$ cat config.mk
export PLATFORM = sky130hd
export DESIGN_NAME = shmm_stats
export DESIGN_NICKNAME = d
export VERILOG_FILES = /design/src/rtl/core/shmm_pkg.sv /design/src/rtl/core/shmm_stats.sv
export SDC_FILE = /design/constraint.sdc
export NUM_CORES = 1
export LEC_CHECK = 0
export BUFFER_PORTS_ARGS = -buffer_cell sky130_fd_sc_hd__buf_2
export CAP_MARGIN = 20
export CORE_MARGIN = 3
export CORE_UTILIZATION = 35
export CTS_CLUSTER_DIAMETER = 50
export DETAILED_ROUTE_END_ITERATION = 16
export PLACE_DENSITY_LB_ADDON = 0.1
export SLEW_MARGIN = 15
export SYNTH_ARGS = -nofsm -noshare
export SYNTH_HDL_FRONTEND = slang
export SYNTH_SLANG_ARGS = --single-unit
$ cat constraint.sdc
create_clock -name clk -period 4.46 [get_ports clk]
set_input_delay 0.669 -clock clk [delete_from_list [all_inputs] [get_ports clk]]
set_output_delay 0.669 -clock clk [all_outputs]
set_load 0.005 [all_outputs]
$ cat src/rtl/core/shmm_pkg.sv
`default_nettype none

package shmm_pkg;

	localparam int PIXEL_BITS = 12;
	localparam int COUNT_BITS = 24;
	localparam int NBINS_BITS = PIXEL_BITS + 1;

	localparam logic [1:0] CMD_PIXEL = 2'd0;
	localparam logic [1:0] CMD_READ  = 2'd1;
	localparam logic [1:0] CMD_CLEAR = 2'd2;

	localparam logic [COUNT_BITS-1:0] COUNT_MAX = {COUNT_BITS{1'b1}};

	typedef struct packed {
		logic [1:0]            cmd;
		logic [PIXEL_BITS-1:0] pixel_value;
		logic [PIXEL_BITS-1:0] bin_offset;
	} req_t;

	typedef struct packed {
		logic [PIXEL_BITS-1:0] bin_value;
		logic [COUNT_BITS-1:0] bin_count;
		logic [PIXEL_BITS-1:0] slice_minimum;
		logic [PIXEL_BITS-1:0] slice_maximum;
		logic [NBINS_BITS-1:0] number_of_bins;
		logic                  out_of_range;
	} rsp_t;

	// everything a read returns except the count
	typedef struct packed {
		logic [PIXEL_BITS-1:0] bin_value;
		logic [PIXEL_BITS-1:0] slice_minimum;
		logic [PIXEL_BITS-1:0] slice_maximum;
		logic [NBINS_BITS-1:0] number_of_bins;
		logic                  out_of_range;
	} rd_info_t;

	typedef struct packed {
		logic                  clear;
		logic                  pixel;
		logic [PIXEL_BITS-1:0] pixel_value;
	} stats_upd_t;

endpackage

`default_nettype wire

$ cat src/rtl/core/shmm_stats.sv
`default_nettype none

module shmm_stats
	import shmm_pkg::*;
(
	input  wire logic                  clk,
	input  wire logic                  arst_n,
	input  wire stats_upd_t            upd,
	input  wire logic [PIXEL_BITS-1:0] bin_offset,
	output rd_info_t                   info
);

	logic [PIXEL_BITS-1:0] min_q;
	logic [PIXEL_BITS-1:0] max_q;
	logic                  seen_q;
	logic [PIXEL_BITS-1:0] span;

	always_ff @(posedge clk or negedge arst_n) begin
		if (!arst_n) begin
			min_q  <= '0;
			max_q  <= '0;
			seen_q <= 1'b0;
		end else if (upd.clear) begin
			min_q  <= '0;
			max_q  <= '0;
			seen_q <= 1'b0;
		end else if (upd.pixel) begin
			seen_q <= 1'b1;
			if (!seen_q || upd.pixel_value < min_q) begin
				min_q <= upd.pixel_value;
			end
			if (!seen_q || upd.pixel_value > max_q) begin
				max_q <= upd.pixel_value;
			end
		end
	end

	assign span = max_q - min_q;

	always_comb begin
		info.bin_value      = min_q + bin_offset;
		info.slice_minimum  = min_q;
		info.slice_maximum  = max_q;
		info.number_of_bins = {1'b0, span} + {{PIXEL_BITS{1'b0}}, 1'b1};
		info.out_of_range   = bin_offset > span;
	end

endmodule

`default_nettype wire
Word level (Yosys, flattened, before mapping)
Cells that the tools add are included.
Widths: inputs -> output; s select.
{ "op_classes": {"n_addsub": 3, "n_mul": 0, "div": 0, "order_cmp": 3, "eq_ne": 0, "shifts": 0, "muxes": 8, "n_bitwise": 0, "n_reduce_logical": 8} }
{ "ops": {"columns": ["op", "n"], "rows": [
  ["$mux 12", 6],
  ["$gt 12x12->1", 2],
  ["$add 12x1->13 const B", 1],
  ["$add 12x12->12", 1],
  ["$lt 12x12->1", 1],
  ["$sub 12x12->12", 1],
  ["$reduce_bool 2->1", 3],
  ["$reduce_and 2->1", 2],
  ["$logic_or 1x1->1", 2],
  ["$mux 1", 2],
  ["$logic_not 1->1", 1]
]} }
{ "word_totals": {"register_bits": 25, "latch_bits": 0, "mem_bits_rw": 0, "mem_bits_ro": 0, "inputBits": 28, "out_inout_bits": 50, "word_cells": 25, "memories": 0} }

Longest topological paths before layout
Gate-level depths: netlist of run 1.
{ "logic_depth": {"depth_word": 5, "depth_mapped": 15, "mapped_depth_nobuf": 15} }

Worst setup path after synthesis of run 1
OpenSTA, ideal clock, no wires.
{ "synth_path": {"kind": "flip-flop to output port", "startpoint": "register min_q[1]", "endpoint": "output port info[0] (netlist bit)", "arrival_ns": 2.932, "slack_ns": 0.859, "stages_incl_launch_ff": 13, "path_buffers": 0, "path_cell_list": "dfrtp_1 > inv_1 > ha_1 > nor2b_1 > o2111a_1 > o21a_1 > a41oi_2 > o21ai_0 > xnor2_1 > ha_1 > nand2_1 > or4b_1 > a31oi_1"} }
{ "synth_rtl": {"columns": ["element", "line_no", "text"], "rows": [
  ["from (decl)", "shmm_stats.sv:13", "logic [PIXEL_BITS-1:0] min_q;"],
  ["from (signal assigned)", "shmm_stats.sv:30", "min_q <= upd.pixel_value;"],
  ["to (decl)", "shmm_stats.sv:10", "output rd_info_t info"]
]} }

==> results of run 1 <==
## state kept, by name (all words and copies together) (netlist names)
register and cells:
seen_q 1, min_q 12, max_q 12
## kinds of logic (layout without fill, tap and decap cells)
group / after synthesis / after routing / synth area share
compound gates: 81 / 81 / 0.1815
xor+xnor: 29 / 29 / 0.08594
fa+ha+maj: 58 / 58 / 0.2378
buf+inv: 48 / 127 / 0.05864
flops: 25 / 25 / 0.2008
mux: 18 / 18 / 0.06105
simple gates: 100 / 100 / 0.1743
## report_power, final
part,internal [uW],switching [uW]
combinational,312,363
sequential,245,24.7
clock,64.3,79.3
total,622,467
## placed cells by master, fill, tap and decap left out, types with 9 or more instances in the layout
cell / count
o21ai_0: 14
nor2_1: 19
xnor2_1: 18
a21o_1: 11
a21oi_1: 16
mux2i_1: 10
nand2_1: 10
nand3_1: 9
xor2_1: 9
dfrtp_1: 25
nor2b_1: 15
inv_1: 43
o211ai_1: 9
nor3_1: 10
buf_2: 77
ha_1: 56
nand2b_1: 16
## metal layers
metal / global-route usage / routed length, um
met2: 0.2472 / 3418
met4: 0.05285 / 162
met5: 0 / 0
met1: 0.2274 / 4119
met3: 0.01668 / 341
## what timing repair did
| item | in CTS | in global routing |
|---|---|---|
| gates resized for setup | 0 | 3 |
| hold buffers | 0 | 0 |
| buffers inserted | 0 | 1 |
| setup endpoints to repair | 0 | 1 |
## worst max-delay path, delay by kind of cell, from the launching register on
family | cells | cell delay, ns
DFF | 1 | 0.41
adders and majority gates | 2 | 0.53
and+or+nand+nor | 6 | 1.28
AOI/OAI and AO/OA | 3 | 0.65
buffers and inverters | 3 | 0.34
## final timing paths
| kind | to | slack, ns | depth (start not counted) |
|---|---|---|---|
| max | info[0] | 0.30 | 14 |
| min | min_q[0]$_DFFE_PN0P_ | 0.39 | 1 |
| max reg2reg | min_q[0]$_DFFE_PN0P_ | 1.56 | 8 |
| min reg2reg | seen_q$_DFFE_PN0P_ | 0.56 | 2 |
| max in group asynchronous | max_q[10]$_DFFE_PN0P_ | 3.66 | 1 |
| min in group clk | seen_q$_DFFE_PN0P_ | 0.56 | 2 |
## area by class of cell
type / count / area share
timing repair buffer: 79 / 0.1085
sequential: 25 / 0.1696
tap: 105 / 0.03562
clock buffer: 4 / 0.01221
inverter: 44 / 0.04478
multi-input combinational: 286 / 0.6292
## stage by stage
step / area, um2 / setup slack (ns) / hold WS, ns
5_1_grt: 3689 / 0.02431 / 0.4260
4_1_cts: 3667 / 0.09765 / 0.4040
2_1_floorplan: 3115 / 0.8586 / 0.3734
6_report: 3689 / 0.3026 / 0.3941
3_3_place_gp: 3622 / 0.5276 / 0.5246
3_5_place_dp: 3622 / 0.4409 / 0.5352
==> flow_summary.json, run 1 <==
{
  "timing.rr.start": "min_q[1]$_DFFE_PN0P_",
  "antenna_cells": 0,
  "yosysTopAreaCell": "ha_1",
  "vias": 2817,
  "coreArea_um2": 8423,
  "first_pass_iters": 5,
  "maxCapViolCount": 0,
  "crit_slowest_cell": "or4b_1",
  "worstPathCellList": "inv_2, ha_1, nor2b_1, o2111a_1, nor4_2, nor3_1, nor2b_1, inv_1, ha_1, nand4_1, o21ai_0, or4b_1, a31oi_1, buf_2",
  "status": "finished, final reports clean",
  "syn_inst": 359,
  "async_reset_ff_frac": 1.000,
  "arrival_ns": 3.49,
  "worstPathRequired_ns": 3.79,
  "clk_pin_slew_worst_paths_ns": 0.09,
  "utilization": 0.4379,
  "area_growth_syn_to_layout_pct": 18.39,
  "detail_route.vias_per_cell": 5.188,
  "cp-end-kind": "output pin",
  "ios": 78,
  "hold_violations": 0,
  "drc": 0,
  "grt_pass1_vias": 2688,
  "synth.top_cell.area_share": 0.2249,
  "cts_buffers": 3,
  "slew_headroom": 0.5754,
  "hp-class": "in2async",
  "irDropWorstVdd_v": 0.00009487,
  "postRouteAntennaNets": 0,
  "p_leak_uw": 0.001835,
  "yosys-top-cells-count": "56 x ha_1, 44 x inv_1, 25 x dfrtp_1",
  "row_count": 33,
  "yosys_warnings": 0,
  "nets": 525,
  "tightest_slew_ns": 0.6370,
  "io_buffers": 77,
  "place.gp.congestion": 0.8269,
  "layout-drive-gt1-share": 0.2237,
  "final-seq-area_um2": 625.6,
  "avgSynthCellArea_um2": 8.678,
  "synth_edf_count": 0,
  "fillers": 854,
  "cts_tree": "yes",
  "h-tree-depth": 1,
  "start_kind": "flip-flop",
  "maxSlewViolCount": 0,
  "crit_type": "reg2out",
  "wirelength_mm": 8.041,
  "grt_max_degree": 27,
  "fin_crit_ns": 4.157,
  "grt_usage": 0.1584,
  "power_uw": 1089,
  "fin_cells": 543,
  "synthFlopType": "dfrtp_1",
  "power_density_nw_per_um2": 295.2,
  "min_period_over_period": 0.9322,
  "clk_latency_ns": 0.28,
  "skew_ns": 0.003192,
  "multi_input_comb_area_um2": 2321,
  "ys_ff_latch": 25,
  "final-setup-viol-count": 0,
  "tns_ns": 0,
  "synth.most_common_cell": "ha_1",
  "yosysSeqAreaShare": 0.2008,
  "cp_max_fo": 5,
  "start_util": 0.3699,
  "grt_pass1_wl_mm": 12.85,
  "synthTopCellsByArea": "ha_1 22%, dfrtp_1 20%, inv_1 5.3%, xnor2_1 5.1%, mux2i_1 3.2%",
  "grt_setup_unrepaired": "false",
  "synth_cell_type_count": 48,
  "clock_sinks": 25,
  "placed_cells": 538,
  "syn_area_um2": 3115,
  "slowest_delay_ns": 0.45,
  "fmax_mhz": 240.5,
  "dieArea_um2": 10070,
  "grt-ovfl-total": 0,
  "die_w_um": 100.3,
  "drtIter0Drc": 57,
  "cts-root-buf": "clkbuf_8",
  "critPathLaunch": "min_q[1]$_DFFE_PN0P_",
  "die_h_um": 100.3,
  "dp_hpwl_mm": 6.791,
  "syn-num-nets": 445,
  "antenna_found_initial": 0,
  "clockBufferDepth": 2,
  "wire_per_inst_um": 14.81
}
Note: power is estimated with default switching activity, not from simulation.
==> inputs of run 2 (changes only) <==
==> constraint.sdc (replaced) <==
create_clock -name clk -period 4.46 [get_ports clk]
set_input_delay 0.446 -clock clk [delete_from_list [all_inputs] [get_ports clk]]
set_output_delay 0.446 -clock clk [all_outputs]
set_load 0.005 [all_outputs]
==> run 2 against run 1 <==
Compared with the run above:
- combinational power shrank 1%
- die area unchanged
- sequential power is essentially flat
- flip-flop and latch count stayed put
- global-route usage increased by 0.31 points
- cell area shrank 0.54%
- critical endpoint unchanged
==> flow_summary.json, run 2 (synthesis gave the netlist of run 1 again) <==
{
  "grt_setup_unrepaired": "false",
  "p_leak_uw": 0.001831,
  "antenna_cells": 0,
  "cp_max_fo": 5,
  "status": "finished, final reports clean",
  "hold_ws_ns": 0.1647,
  "min_period_over_period": 0.9087,
  "drtIter0Drc": 78,
  "die_w_um": 100.3,
  "critPathLaunch": "min_q[1]$_DFFE_PN0P_",
  "row_count": 33,
  "worstPathRequired_ns": 4.01,
  "fillers": 873,
  "crit_slowest_cell": "or4b_1",
  "final-setup-viol-count": 0,
  "slew_headroom": 0.5569,
  "clk_latency_ns": 0.28,
  "nets": 524,
  "rr_worst_depth": 8,
  "worstPathCellList": "inv_1, ha_1, nor2b_1, o2111a_1, nor4_1, nor3_1, nor2b_1, inv_1, ha_1, nand4_1, o21ai_0, or4b_1, a31oi_1, buf_2",
  "r2r_slack_ns": 1.52,
  "ios": 78,
  "tns_ns": 0,
  "cts_tree": "yes",
  "crit_type": "reg2out",
  "utilization": 0.4355,
  "crit_family": "simple AND/OR/NAND/NOR gates",
  "dp_hpwl_mm": 6.862,
  "cts_buffers": 3,
  "grt_pass1_vias": 2769,
  "start_util": 0.3699,
  "detail_route.vias_per_cell": 5.223,
  "area_growth_syn_to_layout_pct": 17.75,
  "die_h_um": 100.3,
  "cts_resized": 0,
  "dp_slack_ns": 0.7053,
  "first_pass_iters": 4,
  "arrival_ns": 3.61,
  "cts-root-buf": "clkbuf_8",
  "slowest_delay_ns": 0.45,
  "cts_setup_buffers": 0,
  "layout_common_cells": "77 x buf_2, 56 x ha_1, 44 x inv_1",
  "path_depth": 14,
  "wire_per_inst_um": 14.87,
  "crit_buf_inv": 3,
  "r2r-end": "min_q[0]$_DFFE_PN0P_",
  "grt_pass1_wl_mm": 13.21,
  "grt-ovfl-total": 0,
  "dieArea_um2": 10070,
  "maxCapViolCount": 0,
  "timing.rr.start": "min_q[1]$_DFFE_PN0P_",
  "vias": 2831,
  "skew_ns": 0.006257,
  "layout-drive-gt1-share": 0.2174,
  "fin_ws_ns": 0.4073,
  "io_buffers": 77,
  "hold_violations": 0,
  "clk_pin_slew_worst_paths_ns": 0.10,
  "power_density_nw_per_um2": 293.9,
  "maxSlewViolCount": 0,
  "drc": 0,
  "start_kind": "flip-flop",
  "antenna_found_initial": 0,
  "h-tree-depth": 1,
  "clockBufferDepth": 2,
  "fin_crit_ns": 4.053,
  "grt_max_degree": 27,
  "hp-class": "in2async",
  "cp-end-kind": "output pin",
  "place.gp.congestion": 0.8272,
  "tightest_slew_ns": 0.6646,
  "fmax_mhz": 246.8,
  "wirelength_mm": 8.058,
  "cts_hold_buf": 0,
  "irDropWorstVdd_v": 0.0001009,
  "postRouteAntennaNets": 0,
  "layout.cells.most_common": "buf_2",
  "endpoint": "info[0]",
  "largestRegisters": "max_q: 12 flops, min_q: 12 flops, seen_q: 1 flops",
  "clock_sinks": 25,
  "coreArea_um2": 8423,
  "grt_usage": 0.1615
}
## run 2: area by class of cell
class,instances,area [um2],area share
clock buffer,3,41.29,0.01126
sequential,25,625.6,0.1705
timing repair buffer,78,392.9,0.1071
multi-input combinational,286,2307,0.6289
clock inverter,1,5.005,0.001364
inverter,44,165.2,0.04502
tap,105,131.4,0.03581
## run 2: metal layers
metal	wire [um]	share of wire	GRT usage	up-vias
li1	-	-	-	1449
met1	4090	0.51	0.2312	1318
met2	3539	0.44	0.2640	55
met3	303	0.038	0.01320	9
met4	125	0.016	0.03731	0
met5	0	0	0	-
## run 2: power by group
part	total (uW)	switching (uW)	internal, uW
logic	665	360	305
registers	270	24.9	245
clock network	143	79.9	62.8
## run 2: metrics by stage
stage,std cells,total power (uW),instance area (um2)
global placement,538,938.3,3622
CTS,542,1094,3669
floorplan,359,724.4,3115
detailed placement,538,946.3,3622
global route,542,1188,3669
finish,542,1078,3669
## run 2: worst min-delay path by stage
stage | end | slack [ns]
3_3_place_gp | max_q[0]$_DFFE_PN0P_ | 0.49
3_5_place_dp | max_q[0]$_DFFE_PN0P_ | 0.49
2_1_floorplan | max_q[0]$_DFFE_PN0P_ | 0.15
4_1_cts | max_q[0]$_DFFE_PN0P_ | 0.18
6_report | max_q[4]$_DFFE_PN0P_ | 0.16
5_1_grt | max_q[4]$_DFFE_PN0P_ | 0.20
==> inputs of run 3 (changes only) <==
--- a/config.mk
+++ b/config.mk
@@ -5,12 +5,14 @@
 export SDC_FILE = /design/constraint.sdc
 export NUM_CORES = 1
 export LEC_CHECK = 0
+export ABC_AREA = 1
 export BUFFER_PORTS_ARGS = -buffer_cell sky130_fd_sc_hd__buf_2
 export CAP_MARGIN = 20
 export CORE_MARGIN = 3
 export CORE_UTILIZATION = 35
 export CTS_CLUSTER_DIAMETER = 50
 export DETAILED_ROUTE_END_ITERATION = 16
+export GPL_ROUTABILITY_DRIVEN = 0
 export PLACE_DENSITY_LB_ADDON = 0.1
 export SLEW_MARGIN = 15
 export SYNTH_ARGS = -nofsm -noshare
==> run 3 against run 2 <==
Compared with the run above:
- die area grew 3.2%
- non-clock buffer count is 1 lower
- power increased by 11%
- flip-flop and latch count unchanged
- synthesized cell count grew 26%
- routed wire length increased by 7.8%
- sequential power grew 3%
- via count increased by 9.7%
- clock skew decreased by 0.0039 ns
- cell area is 2.7% higher
- setup slack better by 0.39 ns
- global-route usage up 1.1 points
- critical endpoint unchanged
- largest power group unchanged
- highest routed layer unchanged
==> flow_summary.json, run 3 <==
{
  "status": "finished, final reports clean",
  "syn_area_um2": 3222,
  "clock_sinks": 25,
  "grt-ovfl-total": 0,
  "maxCapViolCount": 0,
  "crit_slowest_cell": "fa_1",
  "yosys_warnings": 0,
  "start_util": 0.3641,
  "fillers": 935,
  "hp-class": "in2async",
  "grt_pass1_vias": 2956,
  "fmax_mhz": 273.0,
  "clk_latency_ns": 0.27,
  "synthTopCellsByArea": "ha_1 22%, dfrtp_1 19%, nand2_1 12%, inv_1 8.7%, a21oi_1 5.4%",
  "hold_violations": 0,
  "rr_worst_depth": 10,
  "synth_cell_type_count": 36,
  "yosys.area_share.simple": 0.2466,
  "io_buffers": 77,
  "yosys-mux-area-fraction": 0,
  "wl_met3_um": 288,
  "timing.rr.start": "min_q[1]$_DFFE_PN0P_",
  "largestRegisters": "max_q: 12 flops, min_q: 12 flops, seen_q: 1 flops",
  "fin_crit_ns": 3.662,
  "utilization": 0.4259,
  "cts_hold_buf": 0,
  "irDropWorstVdd_v": 0.0001321,
  "maxSlewViolCount": 0,
  "die_w_um": 101.9,
  "worstPathCellList": "inv_1, ha_1, inv_1, fa_1, a21oi_2, o21ai_2, a21oi_1, nand2_1, nand2_1, inv_1, ha_1, nand2_1, nor2_1, nand3_1, nor2_1, nor2_1, nor2_1, buf_2",
  "cp-end-kind": "output pin",
  "crit_type": "reg2out",
  "slowest_delay_ns": 0.45,
  "grt_setup_unrepaired": "false",
  "cts_tree": "yes",
  "h-tree-depth": 1,
  "slew_headroom": 0.4862,
  "r2r_slack_ns": 1.98,
  "wire_per_inst_um": 13.62,
  "wirelength_mm": 8.689,
  "synth.most_common_cell": "nand2_1",
  "yosys-top-cells-count": "106 x nand2_1, 75 x inv_1, 56 x ha_1",
  "drc": 0,
  "cts_buffers": 3,
  "hold_ws_ns": 0.1559,
  "clk_pin_slew_worst_paths_ns": 0.09,
  "antenna_cells": 0,
  "ios": 78,
  "cts_setup_buffers": 0,
  "layout-drive-gt1-share": 0.2132,
  "met1Wirelength_mm": 4.233,
  "synth_compound_area_frac": 0.1518,
  "avgSynthCellArea_um2": 7.097,
  "yosysTopAreaCell": "ha_1",
  "ys_ff_latch": 25,
  "row_count": 34,
  "final-setup-viol-count": 0,
  "synth_edf_count": 0,
  "cts-root-buf": "clkbuf_8",
  "r2r-end": "min_q[10]$_DFFE_PN0P_",
  "nets": 617,
  "wl_met2_mm": 4.093,
  "layout.cells.most_common": "nand2_1",
  "dp_hpwl_mm": 7.561,
  "coreArea_um2": 8848,
  "clockBufferDepth": 2,
  "start_kind": "flip-flop",
  "cp_max_fo": 4,
  "skew_ns": 0.002319,
  "syn_inst": 454,
  "syn-num-nets": 540,
  "crit_buf_inv": 4,
  "dieArea_um2": 10390,
  "synth_top_family_by_area": "simple AND/OR/NAND/NOR gates",
  "async_reset_ff_frac": 1.000,
  "power_density_nw_per_um2": 317.8,
  "synth-adder-area-share": 0.2299,
  "arrival_ns": 3.22,
  "die_h_um": 101.9,
  "first_pass_iters": 5,
  "synthFlopType": "dfrtp_1",
  "grt_max_degree": 26,
  "area_growth_syn_to_layout_pct": 16.97,
  "postRouteAntennaNets": 0,
  "p_leak_uw": 0.002030,
  "grt_usage": 0.1722,
  "grt_pass1_wl_mm": 14.25,
  "synthXorXnorAreaFrac": 0.08078,
  "detail_route.vias_per_cell": 4.867,
  "layout_common_cells": "106 x nand2_1, 77 x buf_2, 75 x inv_1",
  "min_period_over_period": 0.8212,
  "top_layer_used": "met4",
  "worstPathRequired_ns": 4.01,
  "cts_resized": 0,
  "antenna_found_initial": 0,
  "cp_common_cell": "nor2_1",
  "crit_family": "adder cells",
  "vias": 3105,
  "drtIter0Drc": 89,
  "yosysSeqAreaShare": 0.1942,
  "tns_ns": 0,
  "tightest_slew_ns": 0.7688,
  "synth.top_cell.area_share": 0.2175
}
==> run 3: changes by cell type after synthesis, moves of 9 or more <==
cell / previous run / this run
nand2_1: 10 / 106
inv_1: 44 / 75
a21o_1: 11 / 0
a21oi_1: 16 / 35
xnor2_1: 18 / 5
mux2i_1: 10 / 0
nand2_2: 0 / 9
o21ai_0: 14 / 33
nand2b_1: 16 / 0
nor2b_1: 15 / 0
==> run 3: metal layers <==
| metal | up-vias | track usage |
|---|---|---|
| li1 | 1638 | - |
| met1 | 1410 | 0.2378 |
| met2 | 52 | 0.2998 |
| met3 | 5 | 0.01229 |
| met4 | 0 | 0.03027 |
| met5 | - | 0 |
==> run 3: cell families (layout without fill, tap and decap cells) <==
| logic type | Yosys count | count (layout) |
|---|---|---|
| AO/OA/AOI/OAI | 85 | 85 |
| XOR/XNOR | 25 | 25 |
| adder cells (fa/ha/maj) | 58 | 58 |
| buffers and inverters | 83 | 159 |
| flip-flops | 25 | 25 |
| AND/OR/NAND/NOR | 178 | 178 |
==> run 3: report_power, final <==
group	total (uW)	internal (uW)	switching (uW)
clock	139	64.1	74.8
combinational	780	313	467
sequential	279	248	31.5
==> run 3: worst register-to-register path, stage by stage (launching register included) <==
cell       delay [ns]
dfrtp_1          0.42
inv_1            0.21
ha_1             0.27
a21boi_0         0.12
o211ai_1         0.17
nand2_1          0.10
nand3_1          0.08
o2111ai_1        0.14
nand2_1          0.09
nand2_1          0.45
o21ai_0          0.34
==> run 3: worst max path at each step <==
stage	slack, ns	endpoint	from	cells after the start
2_1_floorplan	1.40	info[0]	max_q[0]$_DFFE_PN0P_	17
3_3_place_gp	1.10	info[0]	max_q[0]$_DFFE_PN0P_	18
3_5_place_dp	1.09	info[0]	max_q[0]$_DFFE_PN0P_	18
4_1_cts	0.77	info[0]	max_q[0]$_DFFE_PN0P_	18
5_1_grt	0.47	info[0]	max_q[0]$_DFFE_PN0P_	18
6_report	0.80	info[0]	max_q[0]$_DFFE_PN0P_	18
==> run 3: layout make-up <==
type | count | area (um2) | share of cell area
inverters | 78 | 292.8 | 0.07769
well taps | 108 | 135.1 | 0.03586
clock buffers | 4 | 45.04 | 0.01195
flip-flops and latches | 25 | 625.6 | 0.1660
multi-input cells | 346 | 2285 | 0.6062
repair buffers | 77 | 385.4 | 0.1023
==> run 3: per-stage QoR <==
step | worst slack [ns] | std cells | total power (uW) | area (um2)
finish | 0.7976 | 638 | 1198 | 3769
global route | 0.4707 | 638 | 1341 | 3769
CTS | 0.7737 | 638 | 1218 | 3769
detailed placement | 1.087 | 634 | 1078 | 3724
global placement | 1.104 | 634 | 1069 | 3724
floorplan | 1.404 | 454 | 819.7 | 3222
